**config.mk**
```make
export PLATFORM = sky130hd
export DESIGN_NAME = djq_cell
export DESIGN_NICKNAME = d
export VERILOG_FILES = /design/src/rtl/core/djq_pkg.sv /design/src/rtl/core/djq_cell.sv
export SDC_FILE = /design/constraint.sdc
export NUM_CORES = 1
export LEC_CHECK = 0
export BUFFER_PORTS_ARGS = -buffer_cell sky130_fd_sc_hd__buf_2
export CAP_MARGIN = 10
export CORE_ASPECT_RATIO = 1.5
export CORE_MARGIN = 1
export CORE_UTILIZATION = 40
export CTS_BUF_LIST = sky130_fd_sc_hd__clkbuf_4 sky130_fd_sc_hd__clkbuf_8
export DETAILED_ROUTE_END_ITERATION = 12
export MAX_ROUTING_LAYER = met4
export PLACE_DENSITY_LB_ADDON = 0.12
export SETUP_SLACK_MARGIN = 0.05
export SLEW_MARGIN = 10
export SYNTH_ARGS = -nofsm -noshare
export SYNTH_HDL_FRONTEND = slang
export SYNTH_SLANG_ARGS = --single-unit
```
**constraint.sdc**
```tcl
create_clock -name clk -period 2.6 [get_ports clk]
set_input_delay 0.13 -clock clk [delete_from_list [all_inputs] [get_ports clk]]
set_output_delay 0.13 -clock clk [all_outputs]
set_load 0.005 [all_outputs]
```
**src/rtl/core/djq_pkg.sv**
```systemverilog
// shared types and constants for the delayed job queue
`timescale 1ns / 1ps

package djq_pkg;

    localparam int QUEUE_DEPTH = 16;
    localparam int DELAY_BITS  = 16;
    localparam int FIELD_W     = 16;
    localparam int OCC_W       = 5;
    localparam int CNT_W       = $clog2(QUEUE_DEPTH + 1);
    localparam int SUB_W       = (DELAY_BITS > FIELD_W) ? DELAY_BITS : FIELD_W;

    typedef logic [DELAY_BITS-1:0] delay_t;
    typedef logic [FIELD_W-1:0]    job_t;
    typedef logic [CNT_W-1:0]      count_t;

    typedef enum logic [1:0] {
        ACT_INSERT = 2'd0,
        ACT_REMOVE = 2'd1,
        ACT_TICK   = 2'd2
    } action_t;

    typedef enum logic [1:0] {
        ST_DONE  = 2'd0,
        ST_FULL  = 2'd1,
        ST_EMPTY = 2'd2
    } status_t;

    typedef enum logic [1:0] {
        CELL_HOLD,
        CELL_INSERT,
        CELL_POP,
        CELL_TICK
    } cell_op_t;

    // broadcast to every cell of the row
    typedef struct packed {
        cell_op_t         op;
        delay_t           delay;
        job_t             job;
        logic [FIELD_W-1:0] elapsed;
        logic             head_before;
    } cell_cmd_t;

endpackage

```
**src/rtl/core/djq_cell.sv**
```systemverilog
// one slot of the sorted queue, shifting left or right with its neighbours
`timescale 1ns / 1ps

module djq_cell
    import djq_pkg::*;
(
    input  logic      clk,
    input  cell_cmd_t cmd,
    input  logic      valid,
    input  logic      left_ge,
    input  delay_t    left_delay,
    input  job_t      left_job,
    input  delay_t    right_delay,
    input  job_t      right_job,
    output logic      ge,
    output delay_t    delay,
    output job_t      job
);

    delay_t delay_reg;
    job_t   job_reg;
    delay_t delay_next;
    job_t   job_next;
    logic [SUB_W-1:0] cur_ext;
    logic [SUB_W-1:0] ela_ext;

    // empty slots sort after everything
    assign ge = !valid || cmd.head_before || (delay_reg > cmd.delay);

    assign cur_ext = SUB_W'(delay_reg);
    assign ela_ext = SUB_W'(cmd.elapsed);

    always_comb
    begin
        delay_next = delay_reg;
        job_next   = job_reg;
        case (cmd.op)
            CELL_INSERT:
            begin
                if (ge)
                begin
                    if (left_ge)
                    begin
                        delay_next = left_delay;
                        job_next   = left_job;
                    end
                    else
                    begin
                        delay_next = cmd.delay;
                        job_next   = cmd.job;
                    end
                end
            end
            CELL_POP:
            begin
                delay_next = right_delay;
                job_next   = right_job;
            end
            CELL_TICK:
            begin
                delay_next = (cur_ext > ela_ext) ? DELAY_BITS'(cur_ext - ela_ext) : '0;
            end
            default:
            begin
                delay_next = delay_reg;
                job_next   = job_reg;
            end
        endcase
    end

    always_ff @(posedge clk)
    begin
        delay_reg <= delay_next;
        job_reg   <= job_next;
    end

    assign delay = delay_reg;
    assign job   = job_reg;

endmodule

```
==> impl_metrics.yaml, run 1 <==
synth:
  synth_cell_types: 44
  synthArstFlopShare_pct: 0
  post-synth-top-area-cell: "edfxtp_1"
  synthFlopType: "edfxtp_1"
  synthTopCellsByCount: "46 x nand2_1, 34 x inv_1, 32 x edfxtp_1, 32 x ha_1, 32 x mux2i_1"
  synthTopCellsByArea: "edfxtp_1 31%, ha_1 13%, mux2i_1 10%"
  yosys_warnings: 0
  ys_seq_elements: 32
  synth_most_common_cell: "nand2_1"
  synth_area_um2: 3094
  syn_inst: 340
  syn_nets: 491
  synth-edff-count: 32
  synth.avg_cell_area_um2: 9.101
  ys_seq_area_share_pct: 31.06
  synth_top_area_share_pct: 31.06
clock_network:
  clock-sinks: 32
  cts_tree: "done"
  cts_root_buffer: "clkbuf_8"
  clk_latency_ns: 0.29
  cts_buffer_depth: 2
  h-tree-depth: 2
  cts-buffers-inserted: 5
  clk_pin_slew_ns: 0.08
cells_and_area:
  drive_gt1_share_pct: 38.38
  fin_nets: 646
  area_growth_pct: 33.00
  multiInputGateArea_um2: 1956
  antenna_cells: 0
  final_core_util_pct: 55.84
  fillers: 711
  seqCellArea_um2: 960.9
power:
  peakVddDrop_mv: 0.2438
  cellPowerDensity_nw_per_um2: 490.3
  cellLeakagePower_nw: 2.020
  power_w: 0.002018
timing:
  slew_violations: 0
  fin_crit_ns: 2.497
  fin_worst_skew_ns: 0.008334
  hold_viol: 0
  period_share_pct: 96.05
  clock.fmax_mhz: 400.4
  fin_ws_ns: 0.1027
  tns_ns: 0
  setup_viol: 0
  worst_slew_pin_slew_ns: 0.5530
  max-slew-margin-rel_pct: 63.13
  rsz0062_at_grt: "false"
placement:
  pre_cts_ws_ns: 0.09374
  dp_hpwl_um: 6992
  place_congestion: 0.9356
  port_buffers: 150
hold_path:
  hp-class: "in -> reg"
  hold_path_startpoint: "right_job[6]"
  holdPathStages: 3
  whs_endpoint: "job[6]"
floorplanning:
  pin_count: 151
  core_area_um2: 7370
  die-width_um: 73.81
  start_util_pct: 41.99
  dieHeight_um: 109.7
  die_area_um2: 8098
  rows: 38
global_routing:
  grt_antenna_before_repair: 0
  grt_pass1_vias: 3049
  track_usage_pct: 22.40
  grt_max_degree: 45
  grt_overflow: 0
  grt_pass1_wl_um: 13330
setup_path:
  critPathKind: "reg -> out"
  worstReg2RegStart: "delay[7]"
  reg2reg_slack_ns: 0.16
  arrival_ns: 2.37
  startpoint_type: "register"
  reg2regPathDepth: 7
  crit_fanout: 3
  worstSetupEndpointType: "output port"
  r2r-end: "job[10]"
  cp.required_ns: 2.47
routing:
  viasPerCell: 5.208
  drtPass1Iterations: 4
  drtIter0Drc: 139
  detail-route-antenna-nets: 0
  wirelength_um: 8688
  wire_per_inst_um: 14.60
  drc: 0
  vias: 3099
job:
  maxCapViolations: 0
outcome:
  outcome: "finished clean"
-- cell type report --
cell class	instances	area share, %
clock inverter	2	0.1824
tap	100	3.040
clock buffer	5	1.672
sequential	32	23.35
multi-input combinational	260	47.52
timing repair buffer	162	21.13
inverter	34	3.101
-- placed cells by master (no fill, tap or decap), types with 3 or more instances in the layout --
| cell type | synthesis | layout |
|---|---|---|
| nor3_1 | 5 | 5 |
| clkbuf_8 | 0 | 5 |
| ha_1 | 32 | 32 |
| a21oi_2 | 3 | 3 |
| nand2b_1 | 3 | 3 |
| o21ai_0 | 30 | 30 |
| xnor2_1 | 7 | 7 |
| o221ai_2 | 10 | 10 |
| inv_1 | 34 | 34 |
| buf_2 | 3 | 150 |
| nor2_1 | 11 | 11 |
| edfxtp_1 | 32 | 32 |
| nor2b_1 | 5 | 4 |
| a21o_1 | 3 | 3 |
| nand3_1 | 6 | 6 |
| xor2_1 | 6 | 6 |
| o221ai_1 | 4 | 4 |
| nand2_1 | 46 | 46 |
| buf_4 | 0 | 9 |
| o21ai_1 | 7 | 6 |
| o21a_1 | 4 | 4 |
| nand4_1 | 4 | 4 |
| mux2i_1 | 32 | 32 |
| a21oi_1 | 21 | 21 |
-- logic make-up after synthesis --
logic type | share of synthesized area (%)
compound gates | 22.40
xor+xnor | 3.680
fa+ha+maj | 13.59
buf+inv | 6.227
flops | 31.06
mux | 10.35
simple gates | 12.70
-- metrics by stage --
stage	instances	area [µm²]	hold slack, ns
CTS	594	4084	0.1101
finish	595	4115	0.1148
detailed placement	587	4008	0.4077
global placement	587	4008	0.4018
global route	595	4115	0.1193
floorplan	340	3094	0.3171
-- where the power goes --
part           switching, W  internal, W  leakage [nW]
Clock              0.000197     0.000177        0.0391
Sequential        0.0000412     0.000660         0.325
Combinational      0.000510     0.000432          1.66
-- worst max path at each step --
stage,startpoint,to
after floorplan,delay[15],delay[0]
after global placement,delay[7],delay[4]
after detailed placement,delay[7],delay[4]
after CTS,delay[7],delay[8]
after global routing,delay[7],ge
final,delay[5],ge
-- routing by layer --
metal / GRT usage, % / part of all wire [%]
met1: 23.16 / 39
met2: 42.46 / 54
met3: 3.300 / 5.8
met4: 7.143 / 1.4
met5: - / 0
-- what timing repair did --
action                                 CTS  global route
resized for setup                        0             3
hold buffers                             0             0
setup endpoints to repair                0            49
endpoints found under the hold margin    0             0
buffers inserted                         0             1
-- worst max-delay path, stage by stage, from the launching register on --
cell and delay, ns:
edfxtp_1 0.42, ha_1 0.31, a21oi_1 0.17, o21ai_0 0.22
a221oi_1 0.28, o21ai_0 0.17, nor2_1 0.25, o21bai_1 0.11
buf_2 0.14
No activity file was read; power rests on OpenSTA's default activity.
==> run 2, diff against run 1 <==
--- a/config.mk
+++ b/config.mk
@@ -10,7 +10,7 @@
 export CORE_ASPECT_RATIO = 1.5
 export CORE_MARGIN = 1
 export CORE_UTILIZATION = 40
-export CTS_BUF_LIST = sky130_fd_sc_hd__clkbuf_4 sky130_fd_sc_hd__clkbuf_8
+export CTS_BUF_LIST = sky130_fd_sc_hd__clkbuf_4
 export DETAILED_ROUTE_END_ITERATION = 12
 export MAX_ROUTING_LAYER = met4
 export PLACE_DENSITY_LB_ADDON = 0.12
==> run 2 against run 1 <==
Against the previous run: sequential cell count unchanged; wire length grew 0.23%; combinational power increased by 3.2%; via count grew 0.97%; hold slack lost 0.062 ns; sequential power hardly changed; die area is the same; largest power group unchanged; design area is 0.70% higher; core utilization up 0.39 points; critical path depth decreased by 1; first-iteration DRC count grew 5.0%.
==> impl_metrics.yaml, run 2 (synthesis results as in run 1) <==
cells_and_area:
  drive_gt1_share_pct: 39.44
  fin_nets: 653
  antenna_cells: 0
  final_common_cell: "buf_2"
  area_growth_pct: 33.93
  final_cell_mix: "150 x buf_2, 46 x nand2_1, 34 x inv_1"
global_routing:
  grt_antenna_before_repair: 0
  grt_max_degree: 45
  grt_pass1_vias: 3064
  track_usage_pct: 22.38
  grtUsageMet2_pct: 42.66
  grt_overflow: 0
  grt_use_met1_pct: 23.38
  grt_pass1_wl_um: 13420
  busiest_layer: "met2"
  grtUsageMet3_pct: 3.300
timing:
  fin_crit_ns: 2.424
  tns_ns: 0
  period_share_pct: 93.25
  worst_slew_pin_slew_ns: 0.5685
  setup_viol: 0
  clock.fmax_mhz: 412.5
  hold_viol: 0
  slew_violations: 0
  rsz0062_at_grt: "false"
  whs_ns: 0.05266
  max-slew-margin-rel_pct: 62.10
  fin_worst_skew_ns: 0.01515
floorplanning:
  core_area_um2: 7370
  dieHeight_um: 109.7
  rows: 38
  die-width_um: 73.81
  die_area_um2: 8098
  pin_count: 151
  start_util_pct: 41.99
routing:
  wire_per_inst_um: 14.47
  wirelength_um: 8708
  drtPass1Iterations: 4
  drtIter0Drc: 146
  drc: 0
  viasPerCell: 5.198
  vias: 3129
  detail-route-antenna-nets: 0
setup_path:
  cp.required_ns: 2.47
  worstSetupEndpointType: "output port"
  arrival_ns: 2.29
  critPathKind: "reg -> out"
  startpoint_type: "register"
  crit_fanout: 3
clock_network:
  clk_pin_slew_ns: 0.12
  cts-buffers-inserted: 5
  clk_latency_ns: 0.34
  clock-sinks: 32
  cts_buffer_depth: 2
  cts_tree: "done"
  cts_root_buffer: "clkbuf_4"
  h-tree-depth: 2
placement:
  port_buffers: 150
  dp_hpwl_um: 6992
  place_congestion: 0.9356
hold_path:
  hp-class: "in -> reg"
power:
  peakVddDrop_mv: 0.2483
  cellLeakagePower_nw: 2.036
  cellPowerDensity_nw_per_um2: 471.8
job:
  maxCapViolations: 0
outcome:
  outcome: "finished clean"
## run 2: cell types whose count changed in the layout (fill, tap and decap cells not counted), moves of 2 or more
| cell | delta |
|---|---|
| buf_4 | +8 |
| ha_1 | -2 |
| clkbuf_4 | +5 |
| o21ai_1 | +2 |
| clkbuf_8 | -5 |
## run 2: layout make-up
cell class	instances	area, µm²
multi-input combinational	260	1967
clock inverter	2	7.507
fill	712	3226
sequential	32	960.9
clock buffer	5	37.54
inverter	34	127.6
tap	100	125.1
timing repair buffer	169	918.4
## run 2: critical path: stages, from the launching register on
cell      delay (ns)
edfxtp_1        0.45
ha_1            0.32
nand3_1         0.11
or4_4           0.58
a21oi_1         0.14
nor2_1          0.08
o21bai_1        0.15
buf_2           0.14
## run 2: layer usage
| metal | share of wire (%) | routed length [µm] |
|---|---|---|
| met2 | 53 | 4648 |
| met3 | 5.5 | 481 |
| met5 | 0 | 0 |
| met1 | 40 | 3444 |
| met4 | 1.5 | 133 |
## run 2: final timing paths
check / start / end / slack [ns] / cells after the start
worst max-delay path: delay[14] / ge / 0.18 / 7
worst min-delay path: right_job[6] / job[6] / 0.05 / 3
worst max register to register: delay[0] / delay[10] / 0.19 / 9
worst min register to register: delay[0] / delay[0] / 0.93 / 3
## run 2: repair_timing
item	in CTS	in global routing
hold buffers	0	0
endpoints found under the setup margin	1	45
hold endpoints to repair	0	0
setup buffers	0	8
resized for setup	1	3
pin swaps	0	6
## run 2: report_power, final
group / switching, W / internal [W] / total (W)
Combinational: 0.000516 / 0.000456 / 0.000972
Clock: 0.000188 / 0.0000946 / 0.000282
Sequential: 0.0000416 / 0.000659 / 0.000701
## run 2: through the flow
step | utilization (%) | total power (W) | instance area (µm²) | cells | worst slack [ns]
finish | 56.23 | 0.001955 | 4144 | 602 | 0.1755
global route | 56.23 | 0.002100 | 4144 | 602 | 0.05919
floorplan | - | 0.001306 | 3094 | 340 | -0.1578
CTS | 55.04 | 0.001932 | 4056 | 594 | 0.08114
detailed placement | 54.38 | 0.001645 | 4008 | 587 | 0.09374
global placement | 54.38 | 0.001637 | 4008 | 587 | 0.09300
==> run 3, diff against run 2 <==
--- a/config.mk
+++ b/config.mk
@@ -13,7 +13,7 @@
 export CTS_BUF_LIST = sky130_fd_sc_hd__clkbuf_4
 export DETAILED_ROUTE_END_ITERATION = 12
 export MAX_ROUTING_LAYER = met4
-export PLACE_DENSITY_LB_ADDON = 0.12
+export PLACE_DENSITY = 0.82
 export SETUP_SLACK_MARGIN = 0.05
 export SLEW_MARGIN = 10
 export SYNTH_ARGS = -nofsm -noshare
==> constraint.sdc (replaced) <==
create_clock -name clk -period 2.08 [get_ports clk]
set_input_delay 0.104 -clock clk [delete_from_list [all_inputs] [get_ports clk]]
set_output_delay 0.104 -clock clk [all_outputs]
set_load 0.005 [all_outputs]
==> run 3 against run 2 <==
Against the previous run: the run now ends with negative setup slack left; clock power rose by 84%; non-clock buffer count up 46; core utilization grew 10 points; critical path type is now reg -> reg; critical endpoint is now delay[12]; first-iteration DRC count increased by 6.8%; wire length up 12%; highest routed layer unchanged; register-to-register slack got worse by 0.48 ns.
==> impl_metrics.yaml, run 3 (synthesis results as in run 1) <==
floorplanning:
  rows: 38
  start_util_pct: 41.99
  die_area_um2: 8098
  pin_count: 151
  die-width_um: 73.81
  core_area_um2: 7370
  dieHeight_um: 109.7
power:
  power_w: 0.003046
  internal_power_w: 0.001939
  cellLeakagePower_nw: 2.312
  p_switching_w: 0.001108
  comb_power_share_pct: 54.3
  cellPowerDensity_nw_per_um2: 623.8
  peakVddDrop_mv: 0.4623
  pwr-share-seq_pct: 28.7
  p_sw_share_pct: 36.36
  pwr-share-clk_pct: 17.0
setup_path:
  worstSetupEndpointType: "register"
  startpoint_type: "register"
  cp.required_ns: 2.16
  crit_fanout: 7
  arrival_ns: 2.45
  critPathKind: "reg -> reg"
timing:
  hold_viol: 0
  clock.fmax_mhz: 421.4
  fin_worst_skew_ns: 0.02214
  rsz0062_at_grt: "true"
  slew_violations: 0
  max-slew-margin-rel_pct: 69.41
  setup_viol: 49
  fin_ws_ns: -0.2932
  tns_ns: -10.73
  worst_slew_pin_slew_ns: 0.4589
  fin_crit_ns: 2.373
  period_share_pct: 114.1
cells_and_area:
  final_core_util_pct: 66.26
  final_cell_mix: "150 x buf_2, 57 x buf_4, 44 x nand2_1"
  design_area_um2: 4883
  final_common_cell: "buf_2"
  drive_gt1_share_pct: 53.55
  fin_nets: 699
  area_growth_pct: 57.82
  antenna_cells: 0
placement:
  place_area_um2: 4424
  dp_hpwl_um: 7739
  place_congestion: 0.8839
  pre_cts_ws_ns: -0.2313
  port_buffers: 150
routing:
  wirelength_um: 9724
  detail-route-antenna-nets: 0
  drtPass1Iterations: 4
  drc: 0
  drtIter0Drc: 156
  viasPerCell: 5.180
  vias: 3362
  wire_per_inst_um: 14.98
global_routing:
  track_usage_pct: 24.73
  grt_pass1_wl_um: 14880
  grt_overflow: 0
  grt_max_degree: 33
  grt_pass1_vias: 3404
  grt_antenna_before_repair: 0
outcome:
  outcome: "finished, violations left"
  violations: "negative setup slack"
clock_network:
  cts_root_buffer: "clkbuf_4"
  clk_latency_ns: 0.37
  cts_buffer_depth: 2
  cts_tree: "done"
  h-tree-depth: 2
  clk_pin_slew_ns: 0.13
  postCtsHoldBufs: 0
  clock-sinks: 32
  cts-buffers-inserted: 5
hold_path:
  hp-class: "in -> reg"
job:
  maxCapViolations: 0
[run 3: routing by layer]
metal  routed length, µm  global-route usage (%)  vias to the layer above
met4                 220                   8.791                        0
li1                    -                       -                     1657
met2                5388                   46.92                      125
met5                   0                       -                        -
met1                3566                   25.03                     1557
met3                 549                   3.850                       23
[run 3: cell type report]
type,count,area (µm²)
multi-input combinational,260,2303
fill,565,2486
sequential,32,960.9
clock inverter,2,35.03
clock buffer,6,45.04
timing repair buffer,215,1286
inverter,34,127.6
tap,100,125.1
[run 3: critical path, cell delays in order, from the launching register on]
cell and delay [ns]:
edfxtp_1 0.46, ha_4 0.31, nand3_4 0.08, or4_4 0.54, a21oi_2 0.15, nor2_2 0.07
buf_6 0.13, o21ai_4 0.16, buf_6 0.17
[run 3: repair_timing]
item,4_1_cts,5_1_grt
buffers inserted,10,3
endpoints found under the setup margin,49,49
gates resized for setup,24,28
pin swaps,20,21
[run 3: power groups by stage]
stage          clock, W  combinational [W]  sequential (W)
5_1_grt        0.000541            0.00181        0.000883
4_1_cts        0.000516            0.00154        0.000872
6_report       0.000518            0.00165        0.000876
2_1_floorplan         0           0.000791        0.000897
3_3_place_gp          0            0.00137        0.000881
3_5_place_dp          0            0.00140        0.000887
[run 3: worst paths after layout]
path                                      from        end  slack (ns)  cells after the start
worst max-delay path                  delay[9]  delay[12]       -0.29                      8
worst min-delay path            right_delay[8]   delay[8]        0.01                      3
worst max register to register        delay[9]  delay[12]       -0.29                      8
worst min register to register        delay[0]   delay[0]        0.96                      3
[run 3: per-stage QoR]
stage	instances	hold slack, ns
final	649	0.01083
after global routing	649	0.02654
after CTS	646	0.02173
after detailed placement	628	0.3865
after global placement	628	0.3849
after floorplan	340	0.2911
